<file path="src/hw/rtl/pisc_pkg.sv">
// shared constants, register codes and types of the soft-start pi speed controller
`timescale 1ns / 1ps

package pisc_pkg;

  // field widths
  localparam int unsigned SETPOINT_W = 16;
  localparam int unsigned GAIN_W     = 32;
  localparam int unsigned RAMP_W     = 17;
  localparam int unsigned LIMIT_W    = 7;
  localparam int unsigned TICK_W     = 16;
  localparam int unsigned DUTY_W     = 23;
  localparam int unsigned CFG_IDX_W  = 3;
  localparam int unsigned CFG_DATA_W = 32;

  // shared multiplier operand widths
  localparam int unsigned MUL_A_W = 32;
  localparam int unsigned MUL_B_W = 20;
  localparam int unsigned MUL_P_W = MUL_A_W + MUL_B_W;

  // register reset values
  localparam logic [SETPOINT_W-1:0] SETPOINT_RST  = 16'd100;
  localparam logic [GAIN_W-1:0]     SPT_RST       = 32'd65536;
  localparam logic [GAIN_W-1:0]     KP_RST        = 32'd65536;
  localparam logic [GAIN_W-1:0]     KI_RST        = 32'd65536;
  localparam logic [RAMP_W-1:0]     RAMP_STEP_RST = 17'd655;
  localparam logic [LIMIT_W-1:0]    DUTY_LIM_RST  = 7'd80;

  // 1.0 in q1.16
  localparam logic [RAMP_W-1:0] ONE_Q16 = 17'h10000;

  // register indexes
  localparam logic [CFG_IDX_W-1:0] REG_SETPOINT  = 3'd0;
  localparam logic [CFG_IDX_W-1:0] REG_SPT       = 3'd1;
  localparam logic [CFG_IDX_W-1:0] REG_KP        = 3'd2;
  localparam logic [CFG_IDX_W-1:0] REG_KI        = 3'd3;
  localparam logic [CFG_IDX_W-1:0] REG_RAMP_STEP = 3'd4;
  localparam logic [CFG_IDX_W-1:0] REG_DUTY_LIM  = 3'd5;

  // operands for the shared multiplier
  typedef struct packed {
    logic [MUL_A_W-1:0] a;
    logic [MUL_B_W-1:0] b;
  } pisc_mul_req_t;

endpackage

</file>
<file path="src/hw/rtl/pisc_mul.sv">
// shared unsigned 32x20 multiplier with registered product
`timescale 1ns / 1ps

module pisc_mul (
  input  logic                           clk,
  input  pisc_pkg::pisc_mul_req_t        req,
  output logic [pisc_pkg::MUL_P_W-1:0]   prod_r
);
  import pisc_pkg::*;

  logic [MUL_P_W-1:0] prod_nxt;

  // one product per cycle, result registered and ready in the next cycle
  always_comb begin
    prod_nxt = {{MUL_B_W{1'b0}}, req.a} * {{MUL_A_W{1'b0}}, req.b};
  end

  always_ff @(posedge clk) begin
    prod_r <= prod_nxt;
  end

endmodule

</file>
<file path="src/hw/rtl/pi_speed_controller_soft_start_unit.sv">
// top level of the soft-start pi wheel speed controller
// Usage:
//   Input channel (in_valid / in_stall / in_tick_count): one signed encoder tick
//   count per control period. Result channel (out_valid / out_stall / out_duty,
//   out_tick_echo): one clamped q7.16 duty value per request, with the tick count
//   returned alongside. Configuration channel (cfg_valid / cfg_ready / cfg_index /
//   cfg_data): cfg_ready is always high; indexes above five are dropped.
//   The block takes no new request while one is being worked on: a sequencer
//   walks six passes through one shared 32x20 multiplier (speed, target, two for
//   the integral gain, two for the proportional gain) plus error, integral and
//   clamp steps.
//   in_stall is high while a request is being worked on.
//   When out_stall holds a result, the final step waits and the block keeps its
//   state until the result register is free; a new request may be taken while a
//   finished result is still waiting.
//   Reset (rst_n low, synchronous) restores the register defaults and clears the
//   ramp factor, integral sum and previous error.
`timescale 1ns / 1ps

module pi_speed_controller_soft_start_unit (
  input  logic                                 clk,
  input  logic                                 rst_n,
  input  logic                                 in_valid,
  output logic                                 in_stall,
  input  logic signed [pisc_pkg::TICK_W-1:0]   in_tick_count,
  output logic                                 out_valid,
  input  logic                                 out_stall,
  output logic [pisc_pkg::DUTY_W-1:0]          out_duty,
  output logic signed [pisc_pkg::TICK_W-1:0]   out_tick_echo,
  input  logic                                 cfg_valid,
  output logic                                 cfg_ready,
  input  logic [pisc_pkg::CFG_IDX_W-1:0]       cfg_index,
  input  logic [pisc_pkg::CFG_DATA_W-1:0]      cfg_data
);
  import pisc_pkg::*;

  typedef enum logic [3:0] {
    S_IDLE, S_SPD, S_TGT, S_ERR, S_KIH, S_KIF, S_KPH, S_KPF, S_DUTY
  } state_t;

  state_t state_r, state_nxt;

  // configuration registers
  logic [SETPOINT_W-1:0] setpoint_r;
  logic [GAIN_W-1:0]     spt_r, kp_r, ki_r;
  logic [RAMP_W-1:0]     ramp_step_r;
  logic [LIMIT_W-1:0]    duty_lim_r;

  // controller state
  logic [RAMP_W-1:0]     ramp_r, ramp_nxt;
  logic signed [47:0]    int_sum_r;
  logic [39:0]           prev_mag_r;
  logic                  prev_neg_r;

  // working registers
  logic signed [TICK_W-1:0] tick_r;
  logic [16:0]           mag_r, mag_nxt;
  logic [47:0]           speed_r;
  logic signed [39:0]    err_r, err_nxt;
  logic [39:0]           err_mag_r, err_mag_nxt;
  logic                  err_neg_r;
  logic [MUL_P_W-1:0]    acc_r;
  logic [55:0]           gmag_r, gmag_nxt;
  logic signed [47:0]    integ_r, integ_nxt;

  // result register
  logic                  out_valid_r;
  logic [DUTY_W-1:0]     duty_r, duty_nxt;
  logic signed [TICK_W-1:0] echo_r;

  pisc_mul_req_t         mul_req;
  logic [MUL_P_W-1:0]    prod;

  logic                  in_take;
  logic                  out_free;
  logic [17:0]           ramp_sum;
  logic signed [49:0]    diff;
  logic [71:0]           acc_sum;
  logic signed [57:0]    int_wide, u_wide;
  logic [DUTY_W-1:0]     lim;
  logic signed [TICK_W:0] tick_ext;

  assign in_stall  = (state_r != S_IDLE);
  assign in_take   = in_valid && !in_stall;
  assign out_free  = !out_valid_r || !out_stall;
  assign cfg_ready = 1'b1;
  assign out_valid     = out_valid_r;
  assign out_duty      = duty_r;
  assign out_tick_echo = echo_r;

  pisc_mul u_mul (
    .clk    (clk),
    .req    (mul_req),
    .prod_r (prod)
  );

  // multiplier operand select per step
  always_comb begin
    mul_req = '0;
    case (state_r)
      S_SPD: begin
        mul_req.a = spt_r;
        mul_req.b = {3'b0, mag_r};
      end
      S_TGT: begin
        mul_req.a = {16'b0, setpoint_r};
        mul_req.b = {3'b0, ramp_r};
      end
      S_ERR: begin
        mul_req.a = ki_r;
        mul_req.b = prev_mag_r[19:0];
      end
      S_KIH: begin
        mul_req.a = ki_r;
        mul_req.b = prev_mag_r[39:20];
      end
      S_KIF: begin
        mul_req.a = kp_r;
        mul_req.b = err_mag_r[19:0];
      end
      S_KPH: begin
        mul_req.a = kp_r;
        mul_req.b = err_mag_r[39:20];
      end
      default: mul_req = '0;
    endcase
  end

  // tick magnitude and ramp update at request time
  always_comb begin
    tick_ext = {in_tick_count[TICK_W-1], in_tick_count};
    mag_nxt  = in_tick_count[TICK_W-1] ? 17'(-tick_ext) : 17'(tick_ext);
    ramp_sum = {1'b0, ramp_r} + {1'b0, ramp_step_r};
    ramp_nxt = (ramp_sum > {1'b0, ONE_Q16}) ? ONE_Q16 : ramp_sum[RAMP_W-1:0];
  end

  // error with 40 bit saturation, and its magnitude
  always_comb begin
    diff = $signed({17'b0, prod[32:0]}) - $signed({2'b0, speed_r});
    if ((&diff[49:39]) || !(|diff[49:39])) begin
      err_nxt = diff[39:0];
    end else if (diff[49]) begin
      err_nxt = {1'b1, 39'b0};
    end else begin
      err_nxt = {1'b0, {39{1'b1}}};
    end
    err_mag_nxt = err_r[39] ? 40'(-err_r) : 40'(err_r);
  end

  // two partial products joined, q16.16 floor
  always_comb begin
    acc_sum  = {20'b0, acc_r} + {prod, 20'b0};
    gmag_nxt = acc_sum[71:16];
  end

  // integral update with 48 bit saturation
  always_comb begin
    if (prev_neg_r) begin
      int_wide = $signed({{10{int_sum_r[47]}}, int_sum_r}) - $signed({2'b0, gmag_r});
    end else begin
      int_wide = $signed({{10{int_sum_r[47]}}, int_sum_r}) + $signed({2'b0, gmag_r});
    end
    if ((&int_wide[57:47]) || !(|int_wide[57:47])) begin
      integ_nxt = int_wide[47:0];
    end else if (int_wide[57]) begin
      integ_nxt = {1'b1, 47'b0};
    end else begin
      integ_nxt = {1'b0, {47{1'b1}}};
    end
  end

  // drive sum and clamp
  always_comb begin
    lim = {duty_lim_r, 16'b0};
    if (err_neg_r) begin
      u_wide = $signed({{10{integ_r[47]}}, integ_r}) - $signed({2'b0, gmag_r});
    end else begin
      u_wide = $signed({{10{integ_r[47]}}, integ_r}) + $signed({2'b0, gmag_r});
    end
    if (!u_wide[57] && (u_wide >= $signed({35'b0, lim}))) begin
      duty_nxt = lim;
    end else if (u_wide[57]) begin
      duty_nxt = '0;
    end else begin
      duty_nxt = u_wide[DUTY_W-1:0];
    end
  end

  // sequencer
  always_comb begin
    state_nxt = state_r;
    case (state_r)
      S_IDLE:  if (in_take) state_nxt = S_SPD;
      S_SPD:   state_nxt = S_TGT;
      S_TGT:   state_nxt = S_ERR;
      S_ERR:   state_nxt = S_KIH;
      S_KIH:   state_nxt = S_KIF;
      S_KIF:   state_nxt = S_KPH;
      S_KPH:   state_nxt = S_KPF;
      S_KPF:   state_nxt = S_DUTY;
      S_DUTY:  if (out_free) state_nxt = S_IDLE;
      default: state_nxt = S_IDLE;
    endcase
  end

  // state, control and result registers
  always_ff @(posedge clk) begin
    if (!rst_n) begin
      state_r     <= S_IDLE;
      out_valid_r <= 1'b0;
      setpoint_r  <= SETPOINT_RST;
      spt_r       <= SPT_RST;
      kp_r        <= KP_RST;
      ki_r        <= KI_RST;
      ramp_step_r <= RAMP_STEP_RST;
      duty_lim_r  <= DUTY_LIM_RST;
      ramp_r      <= '0;
      int_sum_r   <= '0;
      prev_mag_r  <= '0;
      prev_neg_r  <= 1'b0;
    end else begin
      state_r <= state_nxt;

      // configuration writes
      if (cfg_valid && cfg_ready) begin
        case (cfg_index)
          REG_SETPOINT:  setpoint_r  <= cfg_data[SETPOINT_W-1:0];
          REG_SPT:       spt_r       <= cfg_data[GAIN_W-1:0];
          REG_KP:        kp_r        <= cfg_data[GAIN_W-1:0];
          REG_KI:        ki_r        <= cfg_data[GAIN_W-1:0];
          REG_RAMP_STEP: ramp_step_r <= cfg_data[RAMP_W-1:0];
          REG_DUTY_LIM:  duty_lim_r  <= cfg_data[LIMIT_W-1:0];
          default: ;
        endcase
      end

      if (in_take) begin
        ramp_r <= ramp_nxt;
      end

      // result hand-off and state commit
      if (out_valid_r && !out_stall) begin
        out_valid_r <= 1'b0;
      end
      if (state_r == S_DUTY && out_free) begin
        out_valid_r <= 1'b1;
        int_sum_r   <= integ_r;
        prev_mag_r  <= err_mag_r;
        prev_neg_r  <= err_neg_r;
      end
    end
  end

  // datapath registers
  always_ff @(posedge clk) begin
    if (in_take) begin
      tick_r <= in_tick_count;
      mag_r  <= mag_nxt;
    end
    case (state_r)
      S_TGT: speed_r <= prod[47:0];
      S_ERR: err_r   <= err_nxt;
      S_KIH: begin
        acc_r     <= prod;
        err_mag_r <= err_mag_nxt;
        err_neg_r <= err_r[39];
      end
      S_KIF: gmag_r <= gmag_nxt;
      S_KPH: begin
        integ_r <= integ_nxt;
        acc_r   <= prod;
      end
      S_KPF: gmag_r <= gmag_nxt;
      S_DUTY: begin
        if (out_free) begin
          duty_r <= duty_nxt;
          echo_r <= tick_r;
        end
      end
      default: ;
    endcase
  end

  // checks
  a_ramp_bounded: assert property (@(posedge clk) disable iff (!rst_n)
    ramp_r <= ONE_Q16)
    else $error("ramp factor above one");

  a_take_starts: assert property (@(posedge clk) disable iff (!rst_n)
    in_take |=> state_r == S_SPD)
    else $error("request taken but sequencer did not start");

  a_out_from_duty: assert property (@(posedge clk) disable iff (!rst_n)
    $rose(out_valid_r) |-> $past(state_r) == S_DUTY)
    else $error("result raised outside the final step");

  a_err_mag: assert property (@(posedge clk) disable iff (!rst_n)
    state_r == S_KIF |-> err_mag_r == (err_r[39] ? 40'(-err_r) : 40'(err_r)))
    else $error("error magnitude does not match error");

  a_duty_waits: assert property (@(posedge clk) disable iff (!rst_n)
    (state_r == S_DUTY && out_valid_r && out_stall) |=> state_r == S_DUTY)
    else $error("final step left while result register busy");

endmodule
</file>
<file path="config.mk">
export PLATFORM = sky130hd
export DESIGN_NAME = pi_speed_controller_soft_start_unit
export DESIGN_NICKNAME = d
export VERILOG_FILES = /design/src/hw/rtl/pisc_pkg.sv /design/src/hw/rtl/pisc_mul.sv /design/src/hw/rtl/pi_speed_controller_soft_start_unit.sv
export SDC_FILE = /design/constraint.sdc
export NUM_CORES = 2
export LEC_CHECK = 0
export BUFFER_PORTS_ARGS = -buffer_cell sky130_fd_sc_hd__buf_2
export CAP_MARGIN = 20
export CORE_MARGIN = 10
export CORE_UTILIZATION = 30
export CTS_CLUSTER_DIAMETER = 30
export DETAILED_ROUTE_END_ITERATION = 6
export SLEW_MARGIN = 10
export SYNTH_ARGS = -nofsm -noshare
export SYNTH_HDL_FRONTEND = slang
export SYNTH_HIERARCHICAL = 1
export SYNTH_SLANG_ARGS = --single-unit
</file>
<file path="constraint.sdc">
create_clock -name clk -period 16.1 [get_ports clk]
set_input_delay 1.61 -clock clk [delete_from_list [all_inputs] [get_ports clk]]
set_output_delay 1.61 -clock clk [all_outputs]
set_load 0.1 [all_outputs]
</file>
# Word level (Yosys, flattened, before mapping)
# Index checks and enable logic that the tools add are counted.
[totals]
ramBits = 0
elab_cells = 103
inputBits = 56
mem_bits_ro = 0
out_inout_bits = 42
latch_bits = 0
memories = 0
ff_bits = 656
[classes]
n_reduce_logical = 32
bitwise = 0
mux = 17
div = 0
eq_ne = 15
n_addsub = 9
multipliers = 1
n_lt_le_gt_ge = 2
shift = 0
[op_table]
columns = ["operator", "count"]
rows = [
  ["$pmux W52 S6", 1],
  ["$add A48 B57 Y58", 2],
  ["$mux W58", 2],
  ["$sub A48 B57 Y58", 2],
  ["$mux W48", 2],
  ["$mux W40", 2],
  ["$add A52 B72 Y72", 1],
  ["$ge A58 B24 Y1", 1],
  ["$mul A32 B20 Y52", 1],
  ["$sub A33 B48 Y49", 1],
  ["$mux W23", 2],
  ["$neg A40 Y40", 1],
  ["$mux W39", 1],
  ["$pmux W4 S9", 1],
  ["$reduce_and A11 Y1", 2],
  ["$reduce_or A11 Y1", 2],
  ["$add A17 B17 Y18", 1],
  ["$gt A18 B17 Y1 const B", 1],
  ["$mux W17", 1],
  ["$neg A16 Y17", 1],
  ["$eq A4 B3 Y1 const B", 4],
  ["$reduce_and A2 Y1", 8],
  ["$mux W15", 1],
  ["$eq A4 B2 Y1 const B", 2],
  ["other kinds (16)", 33],
]

# Depth between registers and ports, before layout
[logic_depth]
ltp_word = 6
ltp_mapped = 35
depth_no_buf = 30

# By module
# The synthesis kept the hierarchy.
[modules_own_cells]
columns = ["mod", "area_per_inst_um2", "seq_area_each_um2", "cells_each", "instances"]
rows = [
  ["pi_speed_controller_soft_start_unit", 36942.9, 15154.5, 4118, 1],
  ["pisc_mul", 21812.2, 1041.0, 2435, 1],
]

# Least setup slack after synthesis
# No wires, ideal clock.
[synth_timing]
kind = "register -> register"
start = "register state_r[3]"
end = "register u_mul/prod_r[51] in the netlist's numbering"
n_path_buf = 3
arrival_time_ps = 8911
path_stages_with_launch = 32
setup_time_ps = 72
required_ps = 16028
synth_period_minus_slack_ps = 8983
path_slack_ps = 7117
cell_sequence = "dfxtp_1 > clkbuf_1 > nand2b_1 > nor3_1 > clkbuf_1 > a222oi_1 > nand2_1 > clkbuf_1 > and2_1 > fa_1 > fa_1 > inv_1 > fa_1 > inv_1 > fa_1 > inv_1 > fa_1 > inv_1 > fa_1 > inv_1 > fa_1 > inv_1 > ha_1 > a21oi_1 > o21ai_0 > a21boi_0 > a21bo_2 > a31oi_4 > o41ai_4 > a31o_4 > a31oi_4 > xnor2_1"
[synth_rtl]
columns = ["element", "line_no", "text"]
rows = [
  ["from (decl)", "pi_speed_controller_soft_start_unit.sv:41", "state_t state_r, state_nxt;"],
  ["from (signal assigned)", "pi_speed_controller_soft_start_unit.sv:222", "state_r <= state_nxt;"],
  ["to (signal assigned)", "pisc_mul.sv:19", "prod_r <= prod_nxt;"],
  ["to (decl)", "pisc_mul.sv:7", "output logic [pisc_pkg::MUL_P_W-1:0] prod_r"],
]

==> metrics.txt <==
status=finished, violations left; failing checks=DRC; # hold bufs at CTS=0; fin area=66200 µm²; Crit Path Max Fanout=60; layout cells sized above 1=0.0761; Vias per Instance=5.13; worst-skew pair later-pin latency=0.75 ns; clk root buf=clkbuf_16; DP HPWL=about 140 mm; relative slew slack=0.229; Worst R2R Start=state_r[1]; grt ovf=0; Worst-path clk slew=~0.060 ns; RSZ-0062 raised after global routing=false; syn avg cell area=8.97 µm²; Final Wtd Congestion=0.935; leak pwr=27.8 nW; Num CTS Buffers=121; Post-synth top cells=nand2_1 (1058), inv_1 (700), fa_1 (541), ha_1 (368), a21oi_1 (361); number of global-route vias before repair=about 48000; die width=463 µm; Worst Path Arrival=9.79 ns; setup slack, reg-to-reg=6.92 ns; clock sinks=639; Wirelength per Cell=20.2 µm; crit path time final=9.18 ns; Placement Cell Area=between 60000 and 70000 µm²; largest net degree at the start of global routing=117; DR iter-0 viols=between 3000 and 4000; R2R cell count=25; Worst Setup End Kind=register; Vias=47400; Synth Register Bits=639; Setup WS pre-CTS=6.95 ns; die area=roughly 210000 µm²; sequential area share after synthesis=0.276; Highest Clock Rate=109 MHz; Primary FF master, synth=edfxtp_1; Clock Tree Buf Depth=3; Final Hold Vio Count=0; H-Tree Level Count=3; Final Instance Count excl. Fillers=roughly 9000; post-cts sizing count=0; area delta synth->final=12.7%; Setup Crit Path Kind=register to register; Yosys top cell by area=fa_1; number of enable flip-flop cells after synthesis=340; std cell rows=162; final WL=187 mm; worst hold slack=between 0.4 and 0.5 ns; Synth Instances=about 6600; pwr dens=approximately 80 nW/µm²; Ys Warns=6; count of different cell masters after synthesis=110; setup slack after layout=6.92 ns; Residual DRC=5; Setup crit end=u_mul/prod_r[50]; setup TNS=0 ns; initial antenna violation count=11; Synth async-reset ratio=0; Post-CTS Setup Bufs=0; Mapped Area=58800 µm²; GRT Overall Usage=0.169; Core Box Area=195000 µm²; Tcrit/Tclk final=0.570; total placed cells including tap cells=9006; Reg-to-Reg End=u_mul/prod_r[50]; final slew viol count=0; Worst Tran Pin Value=1.16 ns; DRT Pass-1 Iters=7; most common cell in the netlist=nand2_1; Clock Skew=0.0467 ns; Critical Path Start Type=register; Routed Antenna Nets=0; Peak VDD IR=roughly 0.11 mV; I/O pin cnt=98; WP data required=16.71 ns; Synth area leaders=fa_1 (18%), edfxtp_1 (17%), dfxtp_1 (10%); max-cap viol count=0; Die Y=463 µm; final count of negative-setup-slack endpoints=0; post-synth top area share=0.184; port bufs=96; initial core utilization=0.302; global-route wire length before repair=approximately 290 mm; final core occ=0.340; Hold Path Class=register to register; nets@finish=7471; TritonCTS clock tree=built; syn nets=7518; total chip power=roughly 5.3 mW; worst setup path start=state_r[1]
[power by group]
part           internal (mW)  leakage (nW)  switching (mW)
logic                  0.277          20.2           0.569
clock network           1.64          2.06           0.970
registers               1.80          5.50          0.0815
[flip-flops by register name, indices dropped and copies added, names as in the netlist, 17 cells and up]
signal        count
err_mag_r        40
gmag_r           56
int_sum_r        48
ramp_r           17
u_mul/prod_r     52
err_r            40
ki_r             32
prev_mag_r       40
acc_r            36
kp_r             32
speed_r          48
spt_r            32
out_duty         23
integ_r          48
ramp_step_r      17
[layer usage]
metal / part of all wire / track usage
met5: 0.00062 / 0
met4: 0.031 / 0.0517
met3: 0.076 / 0.0310
met2: 0.45 / 0.267
met1: 0.45 / 0.233
[cell type report]
class	count	area [µm²]
clock buffer	140	3240
antenna	4	10.0
fill	19900	129000
inverter	702	2640
clock inverter	90	1070
multi-input combinational	4868	38700
tap	2624	3280
sequential	639	16200
timing repair buffer	174	1090
[critical path, stage by stage (launching register included)]
cell      delay, ns
dfxtp_2        0.92
nand2b_1       0.34
nor2_4         0.17
buf_4          0.65
a221o_1        0.27
buf_4          0.43
nand2_1        0.16
fa_1           0.54
fa_1           0.52
fa_1           0.54
inv_1          0.07
fa_1           0.57
fa_1           0.43
fa_1           0.49
inv_1          0.05
fa_1           0.47
inv_1          0.04
ha_1           0.38
a21oi_1        0.25
o21ai_0        0.16
o21ai_0        0.40
a21oi_1        0.21
nor4b_4        0.41
nor3_4         0.12
a221oi_2       0.26
o311ai_1       0.13
[kinds of logic after synthesis]
kind of cell	after synthesis	share of synthesized area
AO/OA/AOI/OAI	1309	0.150
XOR/XNOR	390	0.0581
adder cells (fa/ha/maj)	909	0.263
buffers and inverters	1046	0.0683
flip-flops	639	0.276
multiplexers	49	0.00841
other	2	0.000128
AND/OR/NAND/NOR	2209	0.176
[worst min-delay path by stage]
stage | slack (ns) | endpoint | cells after the start | startpoint
floorplan | 0.40 | gmag_r[0] | 0 | acc_r[16]
global placement | 0.40 | out_tick_echo[2] | 0 | tick_r[2]
detailed placement | 0.40 | out_tick_echo[2] | 0 | tick_r[2]
CTS | 0.42 | out_tick_echo[2] | 0 | tick_r[2]
global route | 0.42 | gmag_r[2] | 0 | acc_r[18]
finish | 0.42 | out_tick_echo[2] | 0 | tick_r[2]
[placed cells by master (no fill, tap or decap), drive strengths merged, types with 174 or more instances in the layout]
| master | instances |
|---|---|
| nand2 | 1058 |
| fa | 541 |
| ha | 368 |
| dfxtp | 299 |
| edfxtp | 340 |
| inv | 722 |
| a21oi | 393 |
| and2 | 319 |
| buf | 174 |
| a21boi | 216 |
| nor2 | 328 |
| o21ai | 217 |
| xnor2 | 295 |
Power figures use the tool's default switching activity.
